`src/design/gbc_pkg.sv`:
```
// Shared types, S-box table and round function for the GOST block cipher core.
package gbc_pkg;

    localparam int NumRounds = 32;
    localparam int MacRounds = 16;
    localparam int EncFwdRounds = 24;
    localparam int NumKeys = 8;
    localparam int HalfW = 32;
    localparam int RotAmt = 11;

    typedef enum logic [1:0] {
        REG_KEY01 = 2'd0,
        REG_KEY23 = 2'd1,
        REG_KEY45 = 2'd2,
        REG_KEY67 = 2'd3
    } t_reg_idx;

    localparam logic KIND_ENC = 1'b0;
    localparam logic KIND_MAC = 1'b1;

    typedef logic [NumKeys-1:0][HalfW-1:0] t_key_words;

    // u is the half about to be swapped out, v the half fed to the round function
    typedef struct packed {
        logic             valid;
        logic             kind;
        logic [HalfW-1:0] u;
        logic [HalfW-1:0] v;
    } t_stage;

    localparam logic [7:0] SBOX [64] = '{
        8'hc4, 8'hed, 8'h83, 8'hc9, 8'h92, 8'h98, 8'hfe, 8'h6b,
        8'hff, 8'hbe, 8'h65, 8'h5c, 8'he5, 8'h2c, 8'hb9, 8'h20,
        8'h89, 8'h57, 8'h16, 8'hb3, 8'h11, 8'hf3, 8'h98, 8'h06,
        8'h30, 8'h79, 8'hc0, 8'h97, 8'ha8, 8'h1a, 8'h5d, 8'hd5,
        8'h2e, 8'h01, 8'hda, 8'h34, 8'h73, 8'hd5, 8'h3b, 8'he8,
        8'h4b, 8'hc2, 8'h77, 8'h7e, 8'hdc, 8'h64, 8'hac, 8'haf,
        8'h6d, 8'ha6, 8'h02, 8'hf1, 8'h07, 8'h4f, 8'he1, 8'h4a,
        8'hba, 8'h30, 8'h2f, 8'h12, 8'h56, 8'h8b, 8'h44, 8'h8d
    };

    // add key, substitute nibbles, rotate left
    function automatic logic [HalfW-1:0] round_f(input logic [HalfW-1:0] half,
                                                 input logic [HalfW-1:0] key);
        logic [HalfW-1:0] sum;
        logic [HalfW-1:0] sub;
        logic [3:0]       hi;
        logic [3:0]       lo;
        logic [7:0]       hb;
        logic [7:0]       lb;
        sum = half + key;
        sub = '0;
        for (int j = 0; j < 4; j++) begin
            hi = sum[8*j+4 +: 4];
            lo = sum[8*j +: 4];
            hb = SBOX[{hi, j[1:0]}];
            lb = SBOX[{lo, j[1:0]}];
            sub[8*j +: 8] = {hb[7:4], lb[3:0]};
        end
        return {sub[HalfW-RotAmt-1:0], sub[HalfW-1:HalfW-RotAmt]};
    endfunction

    // key schedule: 0..7 for the first 24 rounds, then 7..0
    function automatic logic [2:0] key_index(input int rnd);
        logic [2:0] r;
        r = rnd[2:0];
        return (rnd < EncFwdRounds) ? r : (3'd7 - r);
    endfunction

endpackage

```
`src/design/gbc_round_cell.sv`:
```
// One Feistel round cell of the pipeline: round function and stage register.
module gbc_round_cell
    import gbc_pkg::*;
(
    input  logic             i_clk,
    input  logic             i_rst_n,
    input  logic             i_en,
    input  logic             i_active,
    input  logic [HalfW-1:0] i_key,
    input  t_stage           i_d,
    output t_stage           o_q
);

    logic             r_valid;
    logic             r_kind;
    logic [HalfW-1:0] r_u;
    logic [HalfW-1:0] r_v;
    logic [HalfW-1:0] n_u;
    logic [HalfW-1:0] n_v;

    always_comb begin
        if (i_active) begin
            n_u = i_d.v;
            n_v = i_d.u ^ round_f(i_d.v, i_key);
        end else begin
            n_u = i_d.u;
            n_v = i_d.v;
        end
    end

    always_ff @(posedge i_clk) begin
        if (!i_rst_n) begin
            r_valid <= 1'b0;
        end else if (i_en) begin
            r_valid <= i_d.valid;
        end
    end

    always_ff @(posedge i_clk) begin
        if (i_en) begin
            r_kind <= i_d.kind;
            r_u    <= n_u;
            r_v    <= n_v;
        end
    end

    assign o_q = '{valid: r_valid, kind: r_kind, u: r_u, v: r_v};

endmodule

```
`config.mk`:
```
export PLATFORM = sky130hd
export DESIGN_NAME = gbc_round_cell
export DESIGN_NICKNAME = d
export VERILOG_FILES = /design/src/design/gbc_pkg.sv /design/src/design/gbc_round_cell.sv
export SDC_FILE = /design/constraint.sdc
export NUM_CORES = 1
export LEC_CHECK = 0
export BUFFER_PORTS_ARGS = -buffer_cell sky130_fd_sc_hd__buf_2
export CAP_MARGIN = 5
export CORE_MARGIN = 2
export CORE_UTILIZATION = 49
export CTS_CLUSTER_DIAMETER = 120
export DETAILED_ROUTE_END_ITERATION = 16
export GPL_TIMING_DRIVEN = 0
export PLACE_DENSITY_LB_ADDON = 0.15
export REMOVE_ABC_BUFFERS = 1
export SYNTH_ARGS = -nofsm -noshare
export SYNTH_HDL_FRONTEND = slang
export SYNTH_SLANG_ARGS = --single-unit
```
`constraint.sdc`:
```
create_clock -name i_clk -period 3.9 [get_ports i_clk]
set_clock_uncertainty 0.15 [all_clocks]
set_input_delay 0.195 -clock i_clk [delete_from_list [all_inputs] [get_ports i_clk]]
set_output_delay 0.195 -clock i_clk [all_outputs]
set_load 0.05 [all_outputs]
```
; Word-level counts from Yosys, hierarchy flattened
; Memory sizes are Yosys's and may differ from the RTL's.
; Index checks and enable logic that the tools add are counted.
[totals]
reg_bits = 66
rom_bits = 4096
inputBits = 102
output_inout_bits = 66
word_cells = 48
n_memories = 8
[classes]
addsub = 1
order_cmp = 8
mux = 18
n_bitwise = 9
[memory_table]
columns = name, words, word_bits, read_ports, rd_ports_with_merged_regs, write_ports, line
row1 = (no name shown), 64, 8, 1, 0, 0, gbc_pkg.sv:57  ; lb = SBOX[{lo, j[1:0]}];
row2 = (no name shown), 64, 8, 1, 0, 0, gbc_pkg.sv:56  ; hb = SBOX[{hi, j[1:0]}];
row3 = (no name shown), 64, 8, 1, 0, 0, gbc_pkg.sv:57
row4 = (no name shown), 64, 8, 1, 0, 0, gbc_pkg.sv:56
row5 = (no name shown), 64, 8, 1, 0, 0, gbc_pkg.sv:57
row6 = (no name shown), 64, 8, 1, 0, 0, gbc_pkg.sv:56
row7 = 2 more memories, n/a, n/a, n/a, n/a, n/a, n/a
[ops]
columns = operator, n
row1 = $mux 32, 2
row2 = $mux 8, 8
row3 = $ge 7x7->1 const B, 8
row4 = $not 6->7, 8
row5 = $add 32x32->32, 1
row6 = $mux 4, 8
row7 = $xor 32x32->32, 1

; Logic depth before layout (Yosys ltp)
; Gate-level depths: netlist of the first run.
[depth]
depth_word = 7
mapped_depth = 18

; Least setup slack after synthesis of the first run
; OpenSTA, ideal clock, no wires.
[synth_timing]
path_type = input port to flip-flop
startpoint = in i_key[4]
endpoint = reg r_v[3], data pin
t_arrival_ns = 3.474
path_slack_ns = 0.016
path_stages = 12
n_path_buf = 0
path_cell_list = ha_1 and2_1 a221oi_2 a21oi_2 o221a_2 a221o_1 a41oi_1 xnor2_1 ha_1 mux4_1 xnor2_1 mux2_2
[synth_between]
elab_chain_cells = 7
[synth_rtl]
columns = item, line
row1 = "start, declared", gbc_round_cell.sv:9  ; input logic [HalfW-1:0] i_key,
row2 = $add 32x32->32, gbc_pkg.sv:51  ; sum = half + key;
row3 = $not 6->7 (not written as such), gbc_pkg.sv:57
row4 = $mem_v2 64x8, n/a
row5 = $mux 4 (not written as such) (2 in series), gbc_pkg.sv:57
row6 = $xor 32x32->32, gbc_round_cell.sv:24  ; n_v = i_d.u ^ round_f(i_d.v, i_key);
row7 = $mux 32, gbc_round_cell.sv:22  ; if (i_active) begin
row8 = net n_v[3], gbc_round_cell.sv:19  ; logic [HalfW-1:0] n_v;
row9 = "end signal, assigned", gbc_round_cell.sv:43  ; r_v <= n_v;
row10 = "end, declared", gbc_round_cell.sv:17  ; logic [HalfW-1:0] r_v;
; The timed path passes the listed nets, and every way through them passes these cells. The select of a mux whose other input is x is not followed.
; A chain may end at the register's enable or synchronous reset.

; Worst setup path in the final report of the first run
[layout_timing]
startpoint = in i_d[6] (netlist name)
endpoint = reg r_v[3], data pin
[layout_between]
elab_chain_cells = 7
[layout_rtl]
columns = item, line
row1 = "start, declared", gbc_round_cell.sv:10  ; input t_stage i_d,
row2 = $add 32x32->32, gbc_pkg.sv:51
row3 = $not 6->7 (not written as such), gbc_pkg.sv:57
row4 = $mem_v2 64x8, n/a
row5 = $mux 4 (not written as such) (2 in series), gbc_pkg.sv:57
row6 = $xor 32x32->32, gbc_round_cell.sv:24
row7 = $mux 32, gbc_round_cell.sv:22
row8 = net n_v[3], gbc_round_cell.sv:19
; The timed path passes the listed nets, and every way through them passes these cells. The select of a mux whose other input is x is not followed.

==> flow_metrics.env, run 1 <==
export IMPL_drt_wl_total_um=16300
export IMPL_cp_slowest_stage_delay_ns=0.55
export IMPL_rsz0062_at_grt="true"
export IMPL_path_class="in2reg"
export IMPL_syn_inst=619
export IMPL_num_rows=41
export IMPL_max_freq_ghz=0.260
export IMPL_nNetsFinal=958
export IMPL_placed_area_um2=7160
export IMPL_whs_ns=0.0275
export IMPL_final_cell_area_um2=7840
export IMPL_synth_simple_area_share_pct=12.5
export IMPL_clock_latency_ns=0.34
export IMPL_coreArea_um2=12500
export IMPL_worstMarginPinSlew_ns=0.957
export IMPL_synth_compound_area_share_pct=16.8
export IMPL_die_w_um=117
export IMPL_hpwlAfterDp_um=12300
export IMPL_maxCapViolCount=0
export IMPL_worstHoldPathType="in2reg"
export IMPL_portBuffers=167
export IMPL_ys_warn_count=0
export IMPL_drt_first_iter_violations=243
export IMPL_setup_worst_path_start_class="input port"
export IMPL_synth_edf_count=65
export IMPL_layoutNonFillerInstCount=972
export IMPL_p_sw_mw=1.38
export IMPL_drive_gt1_share_pct=36.2
export IMPL_postSynthAreaPerCell_um2=10.1
export IMPL_grt_overflow=0
export IMPL_synth_ff_type="edfxtp_1"
export IMPL_slew_violations=0
export IMPL_reg2reg_depth=3
export IMPL_synth_top_cell_area_share_pct=31.4
export IMPL_dieArea_um2=13600
export IMPL_setup_viol=0
export IMPL_firstDrtPassIters=4
export IMPL_die_h_um=117
export IMPL_required_ns=3.84
export IMPL_drc_errors=0
export IMPL_grt_pass1_vias=5156
export IMPL_root_buffer="clkbuf_16"
export IMPL_arrival_ns=3.78
export IMPL_h_tree_depth=3
export IMPL_cp_slowest_cell="or4_4"
export IMPL_grt_usage_pct=23.2
export IMPL_cts_path_max_buffers=2
export IMPL_synthArstFlopShare_pct=0
export IMPL_period_needed_ns=3.84
export IMPL_slew_headroom_pct=36.2
export IMPL_antenna_found_initial=1
export IMPL_cp_max_fo=5
export IMPL_cts_tree="yes"
export IMPL_detail_route_antenna_nets=0
export IMPL_status="complete, no violations"
export IMPL_setup_tns_ns=0
export IMPL_clkTransAtPathRegs_ns=0.06
export IMPL_peakVddDrop_mv=0.233
export IMPL_power_density_nw_per_um2=454
export IMPL_cts_sinks=66
export IMPL_start_util_pct=49.7
export IMPL_cellLeakagePower_nw=3.50
export IMPL_gp_congestion=0.900
export IMPL_via_per_inst=5.52
export IMPL_numCtsBuffers=9
export IMPL_syn_area_um2=6220
export IMPL_worstHoldPathCells=2
export IMPL_vias=5363
export IMPL_dp_cells=939
export IMPL_wire_per_inst_um=16.8
export IMPL_syn2layout_area_growth_pct=26.0
export IMPL_cpMostUsedCell="ha_1"
export IMPL_pwr_share_comb_pct=46.9
export IMPL_path_cells="buf_2, ha_1, and4_1, nand2_1, or4_4, a211o_4, a21bo_4, o21bai_4, xor2_4, inv_2, ha_1, mux4_2, xnor2_1, mux2_2"
export IMPL_ios=168
export IMPL_muxShareOfSynthArea_pct=14.1
export IMPL_yosys_register_bits=66
export IMPL_clkPwrFrac_pct=27.1
export IMPL_grt_pass1_wl_um=24500
export IMPL_synth_distinct_cells=80
export IMPL_critPathCaptureType="flop"
export IMPL_p_int_mw=2.18
export IMPL_grt_max_degree=91
export IMPL_synthXorXnorAreaFrac_pct=7.76
export IMPL_yosys_area_top_type="edfxtp_1"
export IMPL_seqPwrFrac_pct=26.0
export IMPL_final_core_util_pct=62.6
export IMPL_ys_seq_area_share_pct=31.7
export IMPL_swShare_pct=38.7
export IMPL_min_period_over_period_pct=98.5
export IMPL_hold_viol_final=0
export IMPL_synthTopCellsByArea="edfxtp_1 (31%), ha_1 (12%), mux2_2 (8.3%)"
export IMPL_synth_top_family_by_area="compound AO/OA/AOI/OAI gates"
export IMPL_synth_adder_area_share_pct=12.6
==> cells in the mapped netlist (3+ instances only) <==
cell type / n
mux2i_1: 25
o221ai_1: 3
mux4_2: 3
inv_1: 42
o21ai_0: 24
a31oi_1: 5
or2_2: 3
nand3_1: 17
o31ai_1: 4
o21bai_1: 4
nand3b_1: 3
mux2_2: 46
a211o_1: 4
o211ai_1: 3
ha_1: 61
o41ai_1: 4
o21a_1: 4
o2111ai_1: 4
a21oi_1: 40
or3_1: 7
a211oi_1: 3
clkbuf_1: 11
nand2b_1: 10
nor2b_1: 6
and3_1: 5
nor3b_1: 3
nor2_1: 44
xor2_1: 23
xnor2_1: 29
nand2_1: 23
clkbuf_8: 3
edfxtp_1: 65
nor3_1: 9
a21o_1: 16
nand4_1: 5
a221oi_1: 3
==> final cells by class <==
class,count,area [um^2]
Antenna cell,1,2.50
Tap cell,172,215
Fill cell,1101,4680
Clock buffer,10,239
Clock inverter,6,113
Multi-Input combinational cell,491,4160
Sequential cell,66,1970
Inverter,43,161
Timing Repair Buffer,183,978
==> what timing repair did <==
item	CTS	global route
gates resized for setup	10	21
buffers inserted	1	12
setup endpoints to repair	4	9
endpoints found under the hold margin	2	0
pin swaps	2	10
hold buffers	3	0
==> critical path, delay by kind of cell <==
| kind | cells | cell delay, ns |
|---|---|---|
| and+or+nand+nor | 3 | 0.88 |
| buffers and inverters | 2 | 0.19 |
| AOI/OAI and AO/OA | 3 | 0.79 |
| muxes | 2 | 0.77 |
| adders and majority gates | 2 | 0.54 |
| xor gates and xnor gates | 2 | 0.42 |
==> cells in the final DEF, fill, tap and decap left out, types with 5 or more instances in the layout <==
master / n
mux2_2: 46
nand4_1: 5
nor3_1: 9
buf_2: 164
inv_1: 41
nand2b_1: 10
a21o_1: 16
xnor2_1: 26
xor2_1: 23
or3_1: 7
clkbuf_16: 9
nor2b_1: 5
nand3_1: 17
ha_4: 7
o21ai_0: 24
nor2_1: 44
nand2_1: 23
buf_4: 14
mux2i_1: 25
and3_1: 5
a31oi_1: 5
a21oi_1: 39
edfxtp_1: 65
ha_1: 54
==> kinds of logic (layout without fill, tap and decap cells) <==
logic type / Yosys count / after routing
and+or+nand+nor: 150 / 150
muxes: 76 / 76
DFF: 66 / 66
other: 0 / 1
adders and majority gates: 62 / 62
buffers and inverters: 62 / 242
AOI/OAI and AO/OA: 150 / 150
xor gates and xnor gates: 53 / 53
==> worst paths after layout <==
kind / slack, ns / end / start
setup / recovery: 0.06 / r_v[3] / i_d[6]
hold / removal: 0.03 / r_u[28] / i_d[60]
setup reg to reg: 2.59 / r_valid / r_valid
hold reg to reg: 0.92 / r_valid / r_valid
==> power groups by stage <==
stage,Combinational [mW],Clock [mW],Sequential (mW)
CTS,1.61,0.979,0.929
global placement,1.52,0,0.940
global route,1.81,1.00,0.938
floorplan,0.857,0,1.28
detailed placement,1.57,0,0.943
finish,1.67,0.964,0.928
==> through the flow <==
step | power [mW] | worst slack (ns)
after global routing | 3.75 | -0.145
after floorplan | 2.14 | 0.0161
after CTS | 3.52 | 0.00785
after detailed placement | 2.52 | -0.667
after global placement | 2.46 | -0.582
final | 3.56 | 0.0591
==> registers in the layout (all words and copies together) (netlist names) <==
register and count:
r_kind 1, r_v 32, r_u 32, r_valid 1
==> layer usage <==
metal / GRT usage [%] / part of all wire, %
met2: 40.2 / 50
met5: 0 / 0
met1: 28.1 / 42
met3: 4.77 / 5.6
met4: 9.65 / 2.5
Note: power is estimated with default switching activity, not from simulation.
==> inputs of run 2 (changes only) <==
--- a/config.mk
+++ b/config.mk
@@ -14,6 +14,7 @@
 export GPL_TIMING_DRIVEN = 0
 export PLACE_DENSITY_LB_ADDON = 0.15
 export REMOVE_ABC_BUFFERS = 1
+export SETUP_SLACK_MARGIN = 0.3
 export SYNTH_ARGS = -nofsm -noshare
 export SYNTH_HDL_FRONTEND = slang
 export SYNTH_SLANG_ARGS = --single-unit
==> run 2 against run 1 <==
Against the previous run: critical path depth is 1 higher; via count increased by 2.3%; critical path type unchanged; fmax grew 3.5%; cell count is 1.9% higher; combinational power is 7% higher; register-to-register slack is essentially flat; wire length rose by 2.6%; critical endpoint unchanged; die area stayed put.
==> flow_metrics.env, run 2 (synthesis gave the netlist of run 1 again) <==
export IMPL_grt_usage_pct=23.7
export IMPL_dieArea_um2=13600
export IMPL_drt_wl_total_um=16700
export IMPL_grt_busiest_layer="met2"
export IMPL_slew_violations=0
export IMPL_setup_viol=0
export IMPL_firstDrtPassIters=4
export IMPL_clkTransAtPathRegs_ns=0.06
export IMPL_grt_pass1_vias=5268
export IMPL_path_buf_inv=3
export IMPL_clock_latency_ns=0.34
export IMPL_rsz0062_at_grt="true"
export IMPL_regToRegEndpoint="r_valid"
export IMPL_antenna_found_initial=1
export IMPL_syn2layout_area_growth_pct=32.0
export IMPL_cp_slowest_cell="mux4_2"
export IMPL_power_total_mw=3.68
export IMPL_path_cells="buf_2, ha_4, buf_4, nand3_1, o22ai_2, or3_1, o221a_2, a221o_1, a41oi_4, buf_6, xnor2_4, ha_4, mux4_2, xnor2_2, mux2_4"
export IMPL_root_buffer="clkbuf_16"
export IMPL_regToRegSetupSlack_ns=2.59
export IMPL_drc_errors=0
export IMPL_hold_path_end="r_u[28]"
export IMPL_final_cell_area_um2=8220
export IMPL_placed_area_um2=7160
export IMPL_ios=168
export IMPL_regToRegStartpoint="r_valid"
export IMPL_portBuffers=167
export IMPL_min_period_over_period_pct=95.2
export IMPL_cpMostUsedCell="ha_4"
export IMPL_drt_first_iter_violations=251
export IMPL_reg_top3="r_u (32), r_v (32)"
export IMPL_worstHoldPathType="in2reg"
export IMPL_period_needed_ns=3.71
export IMPL_slew_headroom_pct=35.7
export IMPL_numCtsBuffers=9
export IMPL_detail_route_antenna_nets=0
export IMPL_hp_start="i_d[60]"
export IMPL_worstHoldPathCells=2
export IMPL_h_tree_depth=3
export IMPL_met3_usage_pct=5.09
export IMPL_gp_congestion=0.900
export IMPL_layout_cells_most_common_list="buf_2 (159), edfxtp_1 (65), mux2_2 (45), ha_1 (45), nor2_1 (44)"
export IMPL_nNetsFinal=975
export IMPL_cellLeakagePower_nw=3.63
export IMPL_vias=5485
export IMPL_setup_worst_path_start_class="input port"
export IMPL_num_rows=41
export IMPL_coreArea_um2=12500
export IMPL_reg2reg_depth=3
export IMPL_grt_max_degree=91
export IMPL_die_h_um=117
export IMPL_grt_pass1_wl_um=24900
export IMPL_worstMarginPinSlew_ns=0.965
export IMPL_max_freq_ghz=0.269
export IMPL_status="complete, no violations"
export IMPL_cts_tree="yes"
export IMPL_cp_top_family="compound AO/OA/AOI/OAI gates"
export IMPL_met1_usage_pct=28.0
export IMPL_power_density_nw_per_um2=448
export IMPL_hold_viol_final=0
export IMPL_cp_max_fo=6
export IMPL_required_ns=3.84
export IMPL_cts_path_max_buffers=2
export IMPL_path_class="in2reg"
export IMPL_drive_gt1_share_pct=41.7
export IMPL_final_common_cell="buf_2"
export IMPL_cp_slowest_stage_delay_ns=0.51
export IMPL_grt_overflow=0
export IMPL_maxCapViolCount=0
export IMPL_cts_sinks=66
export IMPL_wire_per_inst_um=16.9
export IMPL_start_util_pct=49.7
export IMPL_critPathCaptureType="flop"
export IMPL_die_w_um=117
export IMPL_peakVddDrop_mv=0.240
export IMPL_hpwlAfterDp_um=12300
export IMPL_use_met2_pct=41.5
export IMPL_via_per_inst=5.54
export IMPL_arrival_ns=3.66
run 2: where the power goes:
group	switching (mW)	internal (mW)	leakage, nW	total (mW)
clock network	0.321	0.644	0.173	0.965
logic	1.08	0.707	2.81	1.79
registers	0.0222	0.905	0.645	0.928
total	1.42	2.26	3.63	3.68
run 2: how the worst max path moves through the flow:
stage	startpoint	depth (start not counted)	end	slack (ns)
final	i_d[8]	15	r_v[3]	0.19
after global routing	i_d[8]	18	r_v[9]	0.11
after CTS	i_d[4]	16	r_v[9]	0.23
after detailed placement	i_d[0]	18	r_v[9]	-0.67
after global placement	i_d[0]	19	r_v[9]	-0.58
after floorplan	i_key[4]	12	r_v[3]	0.02
run 2: repair_timing:
action | 4_1_cts | 5_1_grt
hold buffers | 3 | 0
hold endpoints to repair | 2 | 0
gates resized for setup | 34 | 42
pin swaps | 22 | 26
setup buffers | 21 | 9
setup endpoints to repair | 13 | 20
run 2: cell type report:
| cell class | instances | area, um^2 |
|---|---|---|
| diodes | 2 | 5.00 |
| clock buffers | 10 | 239 |
| clock inverters | 6 | 113 |
| fillers | 1037 | 4300 |
| inverters | 43 | 161 |
| multi-input cells | 491 | 4390 |
| flip-flops and latches | 66 | 1970 |
| well taps | 172 | 215 |
| repair buffers | 200 | 1130 |
run 2: through the flow:
| step | worst slack (ns) | hold slack, ns | setup TNS (ns) | util (%) | cells |
|---|---|---|---|---|---|
| finish | 0.188 | 0.0262 | 0 | 65.6 | 990 |
| global route | 0.110 | 0.0309 | 0 | 65.6 | 988 |
| CTS | 0.227 | 0.0180 | 0 | 63.3 | 979 |
| detailed placement | -0.667 | 0.225 | -3.03 | 57.2 | 939 |
| global placement | -0.582 | 0.223 | -2.22 | 57.1 | 939 |
| floorplan | 0.0161 | 0.144 | 0 | - | 600 |
run 2: layer usage:
metal / share of wire [%] / wire [um]
met1: 41 / 6910
met2: 50 / 8360
met3: 5.8 / 964
met4: 2.8 / 476
met5: 0 / 0
