===== config.mk =====
export PLATFORM = sky130hd
export DESIGN_NAME = gbc_key_regs
export DESIGN_NICKNAME = d
export VERILOG_FILES = /design/src/design/gbc_pkg.sv /design/src/design/gbc_key_regs.sv
export SDC_FILE = /design/constraint.sdc
export NUM_CORES = 1
export LEC_CHECK = 0
export BUFFER_PORTS_ARGS = -buffer_cell sky130_fd_sc_hd__buf_4
export CORE_MARGIN = 2
export CORE_UTILIZATION = 46
export CTS_CLUSTER_DIAMETER = 30
export DETAILED_ROUTE_END_ITERATION = 16
export HOLD_SLACK_MARGIN = 0.15
export PLACE_DENSITY = 0.81
export SYNTH_ARGS = -nofsm -noshare
export SYNTH_HDL_FRONTEND = slang
export SYNTH_SLANG_ARGS = --single-unit

===== constraint.sdc =====
create_clock -name i_clk -period 1.45 [get_ports i_clk]
set_input_delay 0.0725 -clock i_clk [delete_from_list [all_inputs] [get_ports i_clk]]
set_output_delay 0.0725 -clock i_clk [all_outputs]
set_load 0.02 [all_outputs]

===== src/design/gbc_pkg.sv =====
// Shared types, S-box table and round function for the GOST block cipher core.
package gbc_pkg;

    localparam int NumRounds = 32;
    localparam int MacRounds = 16;
    localparam int EncFwdRounds = 24;
    localparam int NumKeys = 8;
    localparam int HalfW = 32;
    localparam int RotAmt = 11;

    typedef enum logic [1:0] {
        REG_KEY01 = 2'd0,
        REG_KEY23 = 2'd1,
        REG_KEY45 = 2'd2,
        REG_KEY67 = 2'd3
    } t_reg_idx;

    localparam logic KIND_ENC = 1'b0;
    localparam logic KIND_MAC = 1'b1;

    typedef logic [NumKeys-1:0][HalfW-1:0] t_key_words;

    // u is the half about to be swapped out, v the half fed to the round function
    typedef struct packed {
        logic             valid;
        logic             kind;
        logic [HalfW-1:0] u;
        logic [HalfW-1:0] v;
    } t_stage;

    localparam logic [7:0] SBOX [64] = '{
        8'hc4, 8'hed, 8'h83, 8'hc9, 8'h92, 8'h98, 8'hfe, 8'h6b,
        8'hff, 8'hbe, 8'h65, 8'h5c, 8'he5, 8'h2c, 8'hb9, 8'h20,
        8'h89, 8'h57, 8'h16, 8'hb3, 8'h11, 8'hf3, 8'h98, 8'h06,
        8'h30, 8'h79, 8'hc0, 8'h97, 8'ha8, 8'h1a, 8'h5d, 8'hd5,
        8'h2e, 8'h01, 8'hda, 8'h34, 8'h73, 8'hd5, 8'h3b, 8'he8,
        8'h4b, 8'hc2, 8'h77, 8'h7e, 8'hdc, 8'h64, 8'hac, 8'haf,
        8'h6d, 8'ha6, 8'h02, 8'hf1, 8'h07, 8'h4f, 8'he1, 8'h4a,
        8'hba, 8'h30, 8'h2f, 8'h12, 8'h56, 8'h8b, 8'h44, 8'h8d
    };

    // add key, substitute nibbles, rotate left
    function automatic logic [HalfW-1:0] round_f(input logic [HalfW-1:0] half,
                                                 input logic [HalfW-1:0] key);
        logic [HalfW-1:0] sum;
        logic [HalfW-1:0] sub;
        logic [3:0]       hi;
        logic [3:0]       lo;
        logic [7:0]       hb;
        logic [7:0]       lb;
        sum = half + key;
        sub = '0;
        for (int j = 0; j < 4; j++) begin
            hi = sum[8*j+4 +: 4];
            lo = sum[8*j +: 4];
            hb = SBOX[{hi, j[1:0]}];
            lb = SBOX[{lo, j[1:0]}];
            sub[8*j +: 8] = {hb[7:4], lb[3:0]};
        end
        return {sub[HalfW-RotAmt-1:0], sub[HalfW-1:HalfW-RotAmt]};
    endfunction

    // key schedule: 0..7 for the first 24 rounds, then 7..0
    function automatic logic [2:0] key_index(input int rnd);
        logic [2:0] r;
        r = rnd[2:0];
        return (rnd < EncFwdRounds) ? r : (3'd7 - r);
    endfunction

endpackage


===== src/design/gbc_key_regs.sv =====
// Key word registers behind the APB configuration port.
module gbc_key_regs
    import gbc_pkg::*;
(
    input  logic        i_clk,
    input  logic        i_rst_n,
    input  logic        psel,
    input  logic        penable,
    input  logic        pwrite,
    input  logic [4:0]  paddr,
    input  logic [63:0] pwdata,
    output logic [63:0] prdata,
    output logic        pready,
    output t_key_words  o_keys
);

    logic [63:0] r_key01, r_key23, r_key45, r_key67;
    t_reg_idx    w_idx;
    logic        w_wr;

    assign w_idx  = t_reg_idx'(paddr[4:3]);
    assign w_wr   = psel && penable && pwrite;
    assign pready = 1'b1;

    always_ff @(posedge i_clk) begin
        if (!i_rst_n) begin
            r_key01 <= '0;
            r_key23 <= '0;
            r_key45 <= '0;
            r_key67 <= '0;
        end else if (w_wr) begin
            case (w_idx)
                REG_KEY01: r_key01 <= pwdata;
                REG_KEY23: r_key23 <= pwdata;
                REG_KEY45: r_key45 <= pwdata;
                REG_KEY67: r_key67 <= pwdata;
                default:   r_key01 <= r_key01;
            endcase
        end
    end

    always_comb begin
        case (w_idx)
            REG_KEY01: prdata = r_key01;
            REG_KEY23: prdata = r_key23;
            REG_KEY45: prdata = r_key45;
            REG_KEY67: prdata = r_key67;
            default:   prdata = '0;
        endcase
    end

    assign o_keys = {r_key67, r_key45, r_key23, r_key01};

endmodule


# == Word level (Yosys, flattened, before mapping) ==
# Index checks and enable logic that the tools add are counted.
# word_totals
ff_bits,256
input_bits,74
output_inout_bits,321
word_cells,15
# op_classes
reduce_logical,7
muxes,1
eq_ne,3
# ops
op,n
$pmux W64 S4,1
$reduce_and A2 Y1,4
$eq A2 B2 Y1 const B,2
$eq A2 B1 Y1 const B,1
$logic_and A1 B1 Y1,2
$logic_not A2 Y1,1

# == Logic depth before layout (Yosys ltp) ==
# Gate-level depths: netlist of run 1.
# logic_depth
ltp_word,3
mapped_depth,5

# == Worst setup path after synthesis of run 1 ==
# Ideal clock, no wire load.
# synth_timing
path_kind,input-to-output
start,input paddr[3]
end,output prdata[52]
cell_stages,4
setup_slack_ps,293
arrival_time_ps,1084
cell_sequence,buf_4 buf_4 buf_2 mux4_2
# synth_between
elab_chain_len,2
elab_cells_between_ends,5
# synth_rtl
item,line_no,text
"start, declared",gbc_key_regs.sv:10,"input logic [4:0] paddr,"
"$eq A2 B2 Y1, or another cell as far along",gbc_key_regs.sv:43,case (w_idx)
$pmux W64 S4 *,gbc_key_regs.sv:43,
"end, declared",gbc_key_regs.sv:12,"output logic [63:0] prdata,"
# Every way passes the cells marked *; elsewhere a longest branch is shown, timed or not.

# == Worst setup path in the final report of run 1 ==
# layout_timing
start,register r_key23[5]
end,output prdata[5]
# layout_between
elab_chain_len,1
# layout_rtl
item,line_no,text
"start, declared",gbc_key_regs.sv:17,"logic [63:0] r_key01, r_key23, r_key45, r_key67;"
"start signal, assigned",gbc_key_regs.sv:34,REG_KEY23: r_key23 <= pwdata;
$pmux W64 S4,gbc_key_regs.sv:43,
# Every way passes these cells.

==> results of run 1 <==
==> cells in the final DEF (no fill, tap or decap), types with 2 or more instances in the layout <==
cell / n
nand2_1: 320
inv_8: 2
mux2i_1: 256
inv_6: 4
dfxtp_1: 24
buf_4: 525
buf_12: 16
clkinv_4: 2
clkbuf_8: 3
clkinv_2: 6
bufinv_16: 8
mux4_2: 64
dfxtp_4: 7
dlygate4sd3_1: 69
clkbuf_1: 4
dfxtp_2: 225
buf_6: 64
clkinvlp_4: 6
clkbuf_16: 47
==> worst max-delay path: cells and delay by family, from the launching register on <==
family | cells | cell delay, ns
DFF | 1 | 0.34
muxes | 1 | 0.52
buffers and inverters | 1 | 0.16
==> per-stage QoR <==
step	setup TNS (ns)	power [mW]	instances	instance area (µm²)	util (%)
after global placement	0	8.590	1651	14200	61.03
after floorplan	0	8.068	982	10830	-
final	-5.603	20.17	1982	18420	79.20
after detailed placement	0	8.613	1651	14200	61.03
after global routing	-7.334	20.65	1982	18420	79.20
after CTS	-6.142	20.02	1952	18170	78.10
==> layout make-up <==
type	count	area [µm²]
clock buffer	54	1232
antenna	1	2.502
sequential	256	5433
timing repair buffer	676	5700
clock inverter	28	390.4
inverter	1	3.754
multi-input combinational	647	5261
tap	319	399.1
fill	1227	4840
==> how the worst max path moves through the flow <==
stage	from	end
2_1_floorplan	paddr[3]	prdata[52]
3_3_place_gp	paddr[3]	prdata[34]
3_5_place_dp	paddr[4]	r_key45[50]
4_1_cts	r_key23[60]	prdata[60]
5_1_grt	r_key67[5]	prdata[5]
6_report	r_key23[5]	prdata[5]
==> routing by layer <==
layer / up-vias / share of wire [%] / global-route usage [%]
met5: - / 0 / 0
met4: 0 / 5.8 / 21.77
met3: 206 / 7.6 / 7.434
met2: 680 / 52 / 57.29
met1: 5330 / 35 / 34.50
li1: 4701 / - / -
==> flip-flops by register name (all words and copies together), names as in the netlist <==
register	cells
r_key45	64
r_key01	64
r_key67	64
r_key23	64
==> power by group <==
part / internal [mW] / switching (mW) / total [mW]
Clock: 7.54 / 3.80 / 11.3
Combinational: 0.773 / 0.846 / 1.62
Sequential: 7.14 / 0.0727 / 7.21
Total: 15.5 / 4.71 / 20.2
==> repair_timing <==
item	4_1_cts	5_1_grt
setup buffers	148	29
endpoints found under the hold margin	256	0
setup endpoints to repair	64	65
gates cloned	0	0
resized for setup	279	25
hold buffers	71	0
==> cells by family after synthesis <==
| group | after synthesis |
|---|---|
| mux | 320 |
| simple gates | 326 |
| buf+inv | 79 |
| flops | 256 |
| other cells | 1 |
==> qor.txt, run 1 <==
Status: complete, but fails checks
Failing checks: setup timing
Final Hold Vio Count: 0
Depth of the most critical reg-to-reg path: 4
Post-Synth Simple-Gate Area: 11.46%
Largest net degree at the start of global routing: 80
Worst Path Max Fanout: 3
Hold depth: 5
Clk slew on worst S/H paths: 0.05 ns
Reg2reg start: r_key23[56]
Compound-Gate Fraction of Synth Area: 0%
Max_cap viols: 0
Grt ovf: 0
Initial antenna violation count: 1
Max Freq: 621.7 MHz
GRT Overall Usage: 32.45%
Max IR drop VDD: 808.1 µV
Most used DFF post-synth: dfxtp_1
Clock Path Buffers: 3
Most frequent cell after synthesis: nand2_1
Startpoint types: register
Layout area overhead: 70.04%
CTS tree: yes
Yosys cell types: 16
Skew final: 0 ns
Critical Path RT: 1.38 ns
Max-slew headroom: 46.72%
Initial Util: 46.57%
Critical path, cell by cell: mux4_2 -> buf_6
Io pins: 395
Hold endpoint: r_key67[0]
Critical path class: reg -> out
Leak: 8.905 nW
Min-delay worst type: in -> reg
Root Driver: clkbuf_16
R2r setup slk: 0.22 ns
Drt pass-1 iters: 5
RSZ-0062 raised after global routing: true
Synth Net Count: 1,056
Vias: 10,920
H-Tree Depth: 2
Top cells by area, synth: dfxtp_1 47%, mux2i_1 24%, mux4_2 13%
Slew Viols, Final: 0
Yosys top cell area share: 47.30%
# rows: 56
Detailed Route WL: 43,480 µm
Tmin final: 1.608 ns
Slew @ Worst Pin: 0.7966 ns
Syn_area_per_cell: 11.03 µm²
Worst hold margin: 0.1772 ns
Fin nets: 1,703
CTS Sinks: 256
Placement Setup Slack: 0.09311 ns
Mapped Cells: 982
Die height: 157.5 µm
Max incr delay on CP: 0.52 ns
Post-DP HPWL: 23,160 µm
Die area: 0.02480 mm²
Hold path start: i_rst_n
Port Buf Inserts: 390
Final setup viols: 65
Clock latency on the worst-skew pair: 0.52 ns
First-pass GRT wire length: 62,450 µm
CP endpoint kind: primary output
DRC viols: 0
GPL Wtd Cong: 0.8363
Post-synthesis mux area share: 36.96%
CORE AREA: 0.02326 mm²
Asr flop ratio synth: 0%
EDFF count, synth: 0
Yosys reg bits: 256
Post-DR vias/cell: 5.508
CP arrival: 1.54 ns
Synth area leader: dfxtp_1
Layout cells sized above 1: 59.21%
Largest family of logic cells by synthesized area: multiplexers
Commonest cells post-synth: 320 x nand2_1, 256 x dfxtp_1, 256 x mux2i_1, 64 x mux4_2, 31 x clkbuf_1
Routed Antenna Nets: 0
Synth Area in Adders: 0%
TritonCTS buffer count: 47
P per Cell Area: 1095 mW/mm²
Synth warn: 0
Register area share after synthesis: 47.30%
Synth Area in XOR/XNOR: 0%
Mapped Area: 0.01083 mm²
WL/cell: 21.94 µm
Vias in the first global route: 11,560
Crit share post-route: 110.9%
Die X: 157.5 µm
RR Endpoint: r_key23[56]
Worst setup margin: -0.1585 ns
Initial drt markers: 719
Slowest CP cell: mux4_2
Note: power is estimated with default switching activity, not from simulation.
==> run 2, diff against run 1 <==
--- a/config.mk
+++ b/config.mk
@@ -12,6 +12,7 @@
 export DETAILED_ROUTE_END_ITERATION = 16
 export HOLD_SLACK_MARGIN = 0.15
 export PLACE_DENSITY = 0.81
+export SLEW_MARGIN = 0
 export SYNTH_ARGS = -nofsm -noshare
 export SYNTH_HDL_FRONTEND = slang
 export SYNTH_SLANG_ARGS = --single-unit
==> constraint.sdc (replaced) <==
create_clock -name i_clk -period 1.45 [get_ports i_clk]
set_input_delay 0.2175 -clock i_clk [delete_from_list [all_inputs] [get_ports i_clk]]
set_output_delay 0.2175 -clock i_clk [all_outputs]
set_load 0.02 [all_outputs]
==> qor.txt, run 2 (synthesis results as in run 1) <==
Max Freq: 570.7 MHz
Final TNS setup: -15.34 ns
CP arrival: 1.53 ns
Layout cells sized above 1: 60.07%
Min-delay worst type: in -> reg
Post-DP HPWL: 23,560 µm
Vias: 11,270
CP endpoint kind: primary output
Clk slew on worst S/H paths: 0.06 ns
Leading cell types in the layout, fill and taps excluded: 530 x buf_4, 320 x nand2_1, 256 x mux2i_1
CTS Sinks: 256
Critical path class: reg -> out
GPL Wtd Cong: 0.8416
Detailed Route WL: 46,010 µm
RSZ-0062 raised after global routing: true
Leak: 8.993 nW
Critical Path RT: 1.23 ns
WL/cell: 22.97 µm
Placed cells: 1,670
TritonCTS buffer count: 45
Vias in the first global route: 11,920
Startpoint types: register
H-Tree Depth: 2
Commonest non-fill, non-tap cell in the layout: buf_4
Max IR drop VDD: 1005 µV
Worst Path Max Fanout: 2
Tmin final: 1.752 ns
Worst hold margin: 0.2521 ns
Clock latency on the worst-skew pair: 0.52 ns
Largest net degree at the start of global routing: 47
P per Cell Area: 1051 mW/mm²
Max_cap viols: 0
Root Driver: clkbuf_16
Io pins: 395
GRT Overall Usage: 34.34%
Die X: 157.5 µm
Crit share post-route: 120.8%
# rows: 56
Initial antenna violation count: 1
Fin nets: 1,720
Die area: 0.02480 mm²
Initial Util: 46.57%
Status: complete, but fails checks
Finished Core Util: 79.89%
Grt ovf: 0
Port Buf Inserts: 390
Final setup viols: 64
Final Hold Vio Count: 0
Skew final: 0 ns
Placement Setup Slack: -0.1271 ns
DRC viols: 0
Initial drt markers: 762
Worst setup margin: -0.3022 ns
Clock Path Buffers: 3
CORE AREA: 0.02326 mm²
Routed Antenna Nets: 0
First-pass GRT wire length: 65,990 µm
Fin cells: 2,003
Drt pass-1 iters: 5
Layout area overhead: 71.53%
Post-DR vias/cell: 5.624
CTS tree: yes
Die height: 157.5 µm
Failing checks: setup timing
Slew Viols, Final: 0
==> run 2: final cells by class <==
| type | instances | area (µm²) |
|---|---|---|
| repair buffers | 695 | 5957 |
| diodes | 1 | 2.502 |
| multi-input cells | 647 | 5261 |
| fillers | 1197 | 4678 |
| flip-flops and latches | 256 | 5430 |
| clock inverters | 27 | 266.5 |
| well taps | 319 | 399.1 |
| inverters | 1 | 3.754 |
| clock buffers | 57 | 1264 |
==> run 2: timing repair <==
item | in CTS | in global routing
pin swaps | 0 | 0
setup buffers | 160 | 23
hold buffers | 65 | 0
hold endpoints to repair | 256 | 0
setup endpoints to repair | 64 | 65
resized for setup | 280 | 37
==> run 2: stage by stage <==
step / total power, mW / cell area [µm²]
6_report: 19.52 / 18580
5_1_grt: 19.92 / 18580
4_1_cts: 19.37 / 18330
3_5_place_dp: 8.660 / 14430
3_3_place_gp: 8.637 / 14430
2_1_floorplan: 8.068 / 10830
==> run 2: critical path: stages (launching register included) <==
cell	delay, ns
dfxtp_4	0.35
mux4_2	0.51
buf_6	0.16
==> run 2: final timing paths <==
kind | startpoint | to | slack (ns) | cells after the start
setup / recovery | r_key23[60] | prdata[60] | -0.30 | 2
hold / removal | pwrite | r_key45[38] | 0.25 | 4
setup reg to reg | r_key23[44] | r_key23[44] | 0.54 | 3
hold reg to reg | r_key23[1] | r_key23[1] | 0.47 | 2
==> run 2: routing by layer <==
metal,share of wire (%),GRT usage [%],wire length [µm],up-vias
met4,6.3,22.77,2893,0
met3,8.6,9.637,3948,267
met5,0,0,0,-
met1,34,35.56,15660,5476
li1,-,-,-,4733
met2,51,60.55,23510,789
==> run 2: where the power goes <==
group / switching, mW / internal, mW
sequential: 0.0720 / 7.14
combinational: 0.875 / 0.805
clock: 3.85 / 6.78
==> run 3, diff against run 2 <==
--- a/config.mk
+++ b/config.mk
@@ -5,13 +5,14 @@
 export SDC_FILE = /design/constraint.sdc
 export NUM_CORES = 1
 export LEC_CHECK = 0
+export ABC_AREA = 1
 export BUFFER_PORTS_ARGS = -buffer_cell sky130_fd_sc_hd__buf_4
 export CORE_MARGIN = 2
 export CORE_UTILIZATION = 46
 export CTS_CLUSTER_DIAMETER = 30
 export DETAILED_ROUTE_END_ITERATION = 16
 export HOLD_SLACK_MARGIN = 0.15
-export PLACE_DENSITY = 0.81
+export PLACE_DENSITY = 0.8
 export SLEW_MARGIN = 0
 export SYNTH_ARGS = -nofsm -noshare
 export SYNTH_HDL_FRONTEND = slang
==> qor.txt, run 3 <==
First-pass GRT wire length: 68,370 µm
Commonest cells post-synth: 517 x nand2_1, 515 x nor2_1, 256 x dfxtp_1, 256 x nand3_1, 68 x inv_1
Post-DR vias/cell: 5.422
GPL Wtd Cong: 0.8623
Yosys cell types: 15
Flop pwr share: 34.5%
Fin nets: 2,406
Status: complete, but fails checks
Drt pass-1 iters: 6
GRT Overall Usage: 31.27%
WL/cell: 17.51 µm
Syn_area_per_cell: 6.560 µm²
Clock Path Buffers: 3
Startpoint types: register
Worst Path Max Fanout: 2
TritonCTS buffer count: 49
Synth area leader: dfxtp_1
CORE AREA: 0.02533 mm²
Root Driver: clkbuf_16
Io pins: 395
Final setup viols: 5
Tmin final: 1.589 ns
Most frequent cell after synthesis: nand2_1
Power share of the clock group: 53.6%
Max Freq: 629.4 MHz
Yosys top cell area share: 42.93%
P per Cell Area: 1126 mW/mm²
Most used DFF post-synth: dfxtp_1
Initial Util: 47.14%
CTS Sinks: 256
Vias: 14,640
Port Buf Inserts: 390
Combinational Power Share: 11.9%
Final Hold Vio Count: 0
Mapped Cells: 1,820
Switching Fraction: 25.05%
Leak: 8.874 nW
DRC viols: 0
# rows: 58
Critical path class: reg -> out
Largest net degree at the start of global routing: 57
Clock latency on the worst-skew pair: 0.52 ns
Register area share after synthesis: 42.93%
Detailed Route WL: 47,270 µm
Initial antenna violation count: 0
Post-DP HPWL: 28,330 µm
Worst setup margin: -0.1387 ns
Pint: 16.00 mW
NetSw: 5.347 mW
Critical Path RT: 1.23 ns
Leading cell types in the layout, fill and taps excluded: 512 x nor2_1, 470 x nand2_1, 459 x buf_4
Slew Viols, Final: 0
Grt ovf: 0
Placement Setup Slack: -0.09077 ns
Crit share post-route: 109.6%
Commonest non-fill, non-tap cell in the layout: nor2_1
Max IR drop VDD: 920.7 µV
Skew final: 0 ns
Failing checks: setup timing
Initial drt markers: 1,421
RSZ-0062 raised after global routing: true
CP endpoint kind: primary output
H-Tree Depth: 2
Synth Net Count: 1,894
Mapped Area: 0.01194 mm²
Min-delay worst type: in -> reg
Yosys reg bits: 256
Clk slew on worst S/H paths: 0.05 ns
Fin cells: 2,700
Placed cells: 2,488
Vias in the first global route: 13,450
Asr flop ratio synth: 0%
CP arrival: 1.37 ns
Routed Antenna Nets: 0
Die height: 165.1 µm
Top cells by area, synth: dfxtp_1 43%, nand2_1 16%, nor2_1 16%
Max_cap viols: 0
Layout area overhead: 58.71%
Die area: 0.02726 mm²
ANT cells: 0
Layout cells sized above 1: 36.20%
# fillers: 1,734
EDFF count, synth: 0
Synth warn: 0
Die X: 165.1 µm
CTS tree: yes
[run 3: timing repair]
item	CTS	global route
setup endpoints to repair	36	64
buffers inserted	14	36
endpoints found under the hold margin	256	0
hold buffers	65	0
gates resized for setup	56	227
cloned	2	6
pin swaps	6	44
[run 3: worst paths after layout]
check | from | to | slack [ns] | cells past startpoint
max | r_key45[42] | prdata[42] | -0.14 | 3
min reg2reg | r_key23[5] | r_key23[5] | 0.49 | 2
min | paddr[3] | r_key45[28] | 0.29 | 6
max reg2reg | r_key01[11] | r_key01[11] | 0.62 | 3
[run 3: metrics by stage]
| stage | cell area, µm² | setup TNS [ns] | utilization, % | hold slack [ns] | total power [mW] |
|---|---|---|---|---|---|
| finish | 18950 | -0.1876 | 74.81 | 0.2875 | 21.34 |
| global route | 18950 | -0.7342 | 74.81 | 0.3244 | 21.98 |
| CTS | 18100 | -0.08351 | 71.45 | 0.3151 | 21.15 |
| detailed placement | 15500 | -0.8779 | 61.18 | 0.4945 | 9.603 |
| global placement | 15500 | -0.3741 | 61.18 | 0.4873 | 9.565 |
| floorplan | 11940 | 0 | - | 0.4733 | 8.672 |
[run 3: cells by family (layout without fill, tap and decap cells)]
family                 after synthesis  count (layout)  synth area share [%]
other                                1               1               0.03141
AND/OR/NAND/NOR                   1358            1358                 47.11
flip-flops                         256             256                 42.93
buffers and inverters              205             755                 9.935
[run 3: area by class of cell]
type                    instances  area [µm²]  share of cell area [%]
multi-input cells            1359        5778                   30.49
flip-flops and latches        256        5389                   28.44
repair buffers                598        5424                   28.63
well taps                     330       412.9                   2.179
clock buffers                  61        1354                   7.145
clock inverters                28       325.3                   1.717
inverters                      68       265.3                   1.400
[run 3: critical path, cell delays in order (launching register included)]
cell and delay [ns]:
dfxtp_2 0.33, nand2_1 0.07, nand4_1 0.23, buf_6 0.22
[run 3: metal layers]
layer  track usage (%)  routed length [µm]  up-vias
li1                  -                   -     6746
met1             36.64               17290     6779
met2             53.73               22930      949
met3             7.418                4831      165
met4             15.14                2210        0
met5                 0                   0        -
[run 3: power groups by stage]
stage | Combinational, mW | Sequential, mW | Clock [mW]
after floorplan | 1.04 | 7.63 | 0
after CTS | 2.34 | 7.36 | 11.5
after detailed placement | 2.12 | 7.49 | 0
final | 2.55 | 7.36 | 11.4
after global placement | 2.08 | 7.48 | 0
after global routing | 2.72 | 7.37 | 11.9
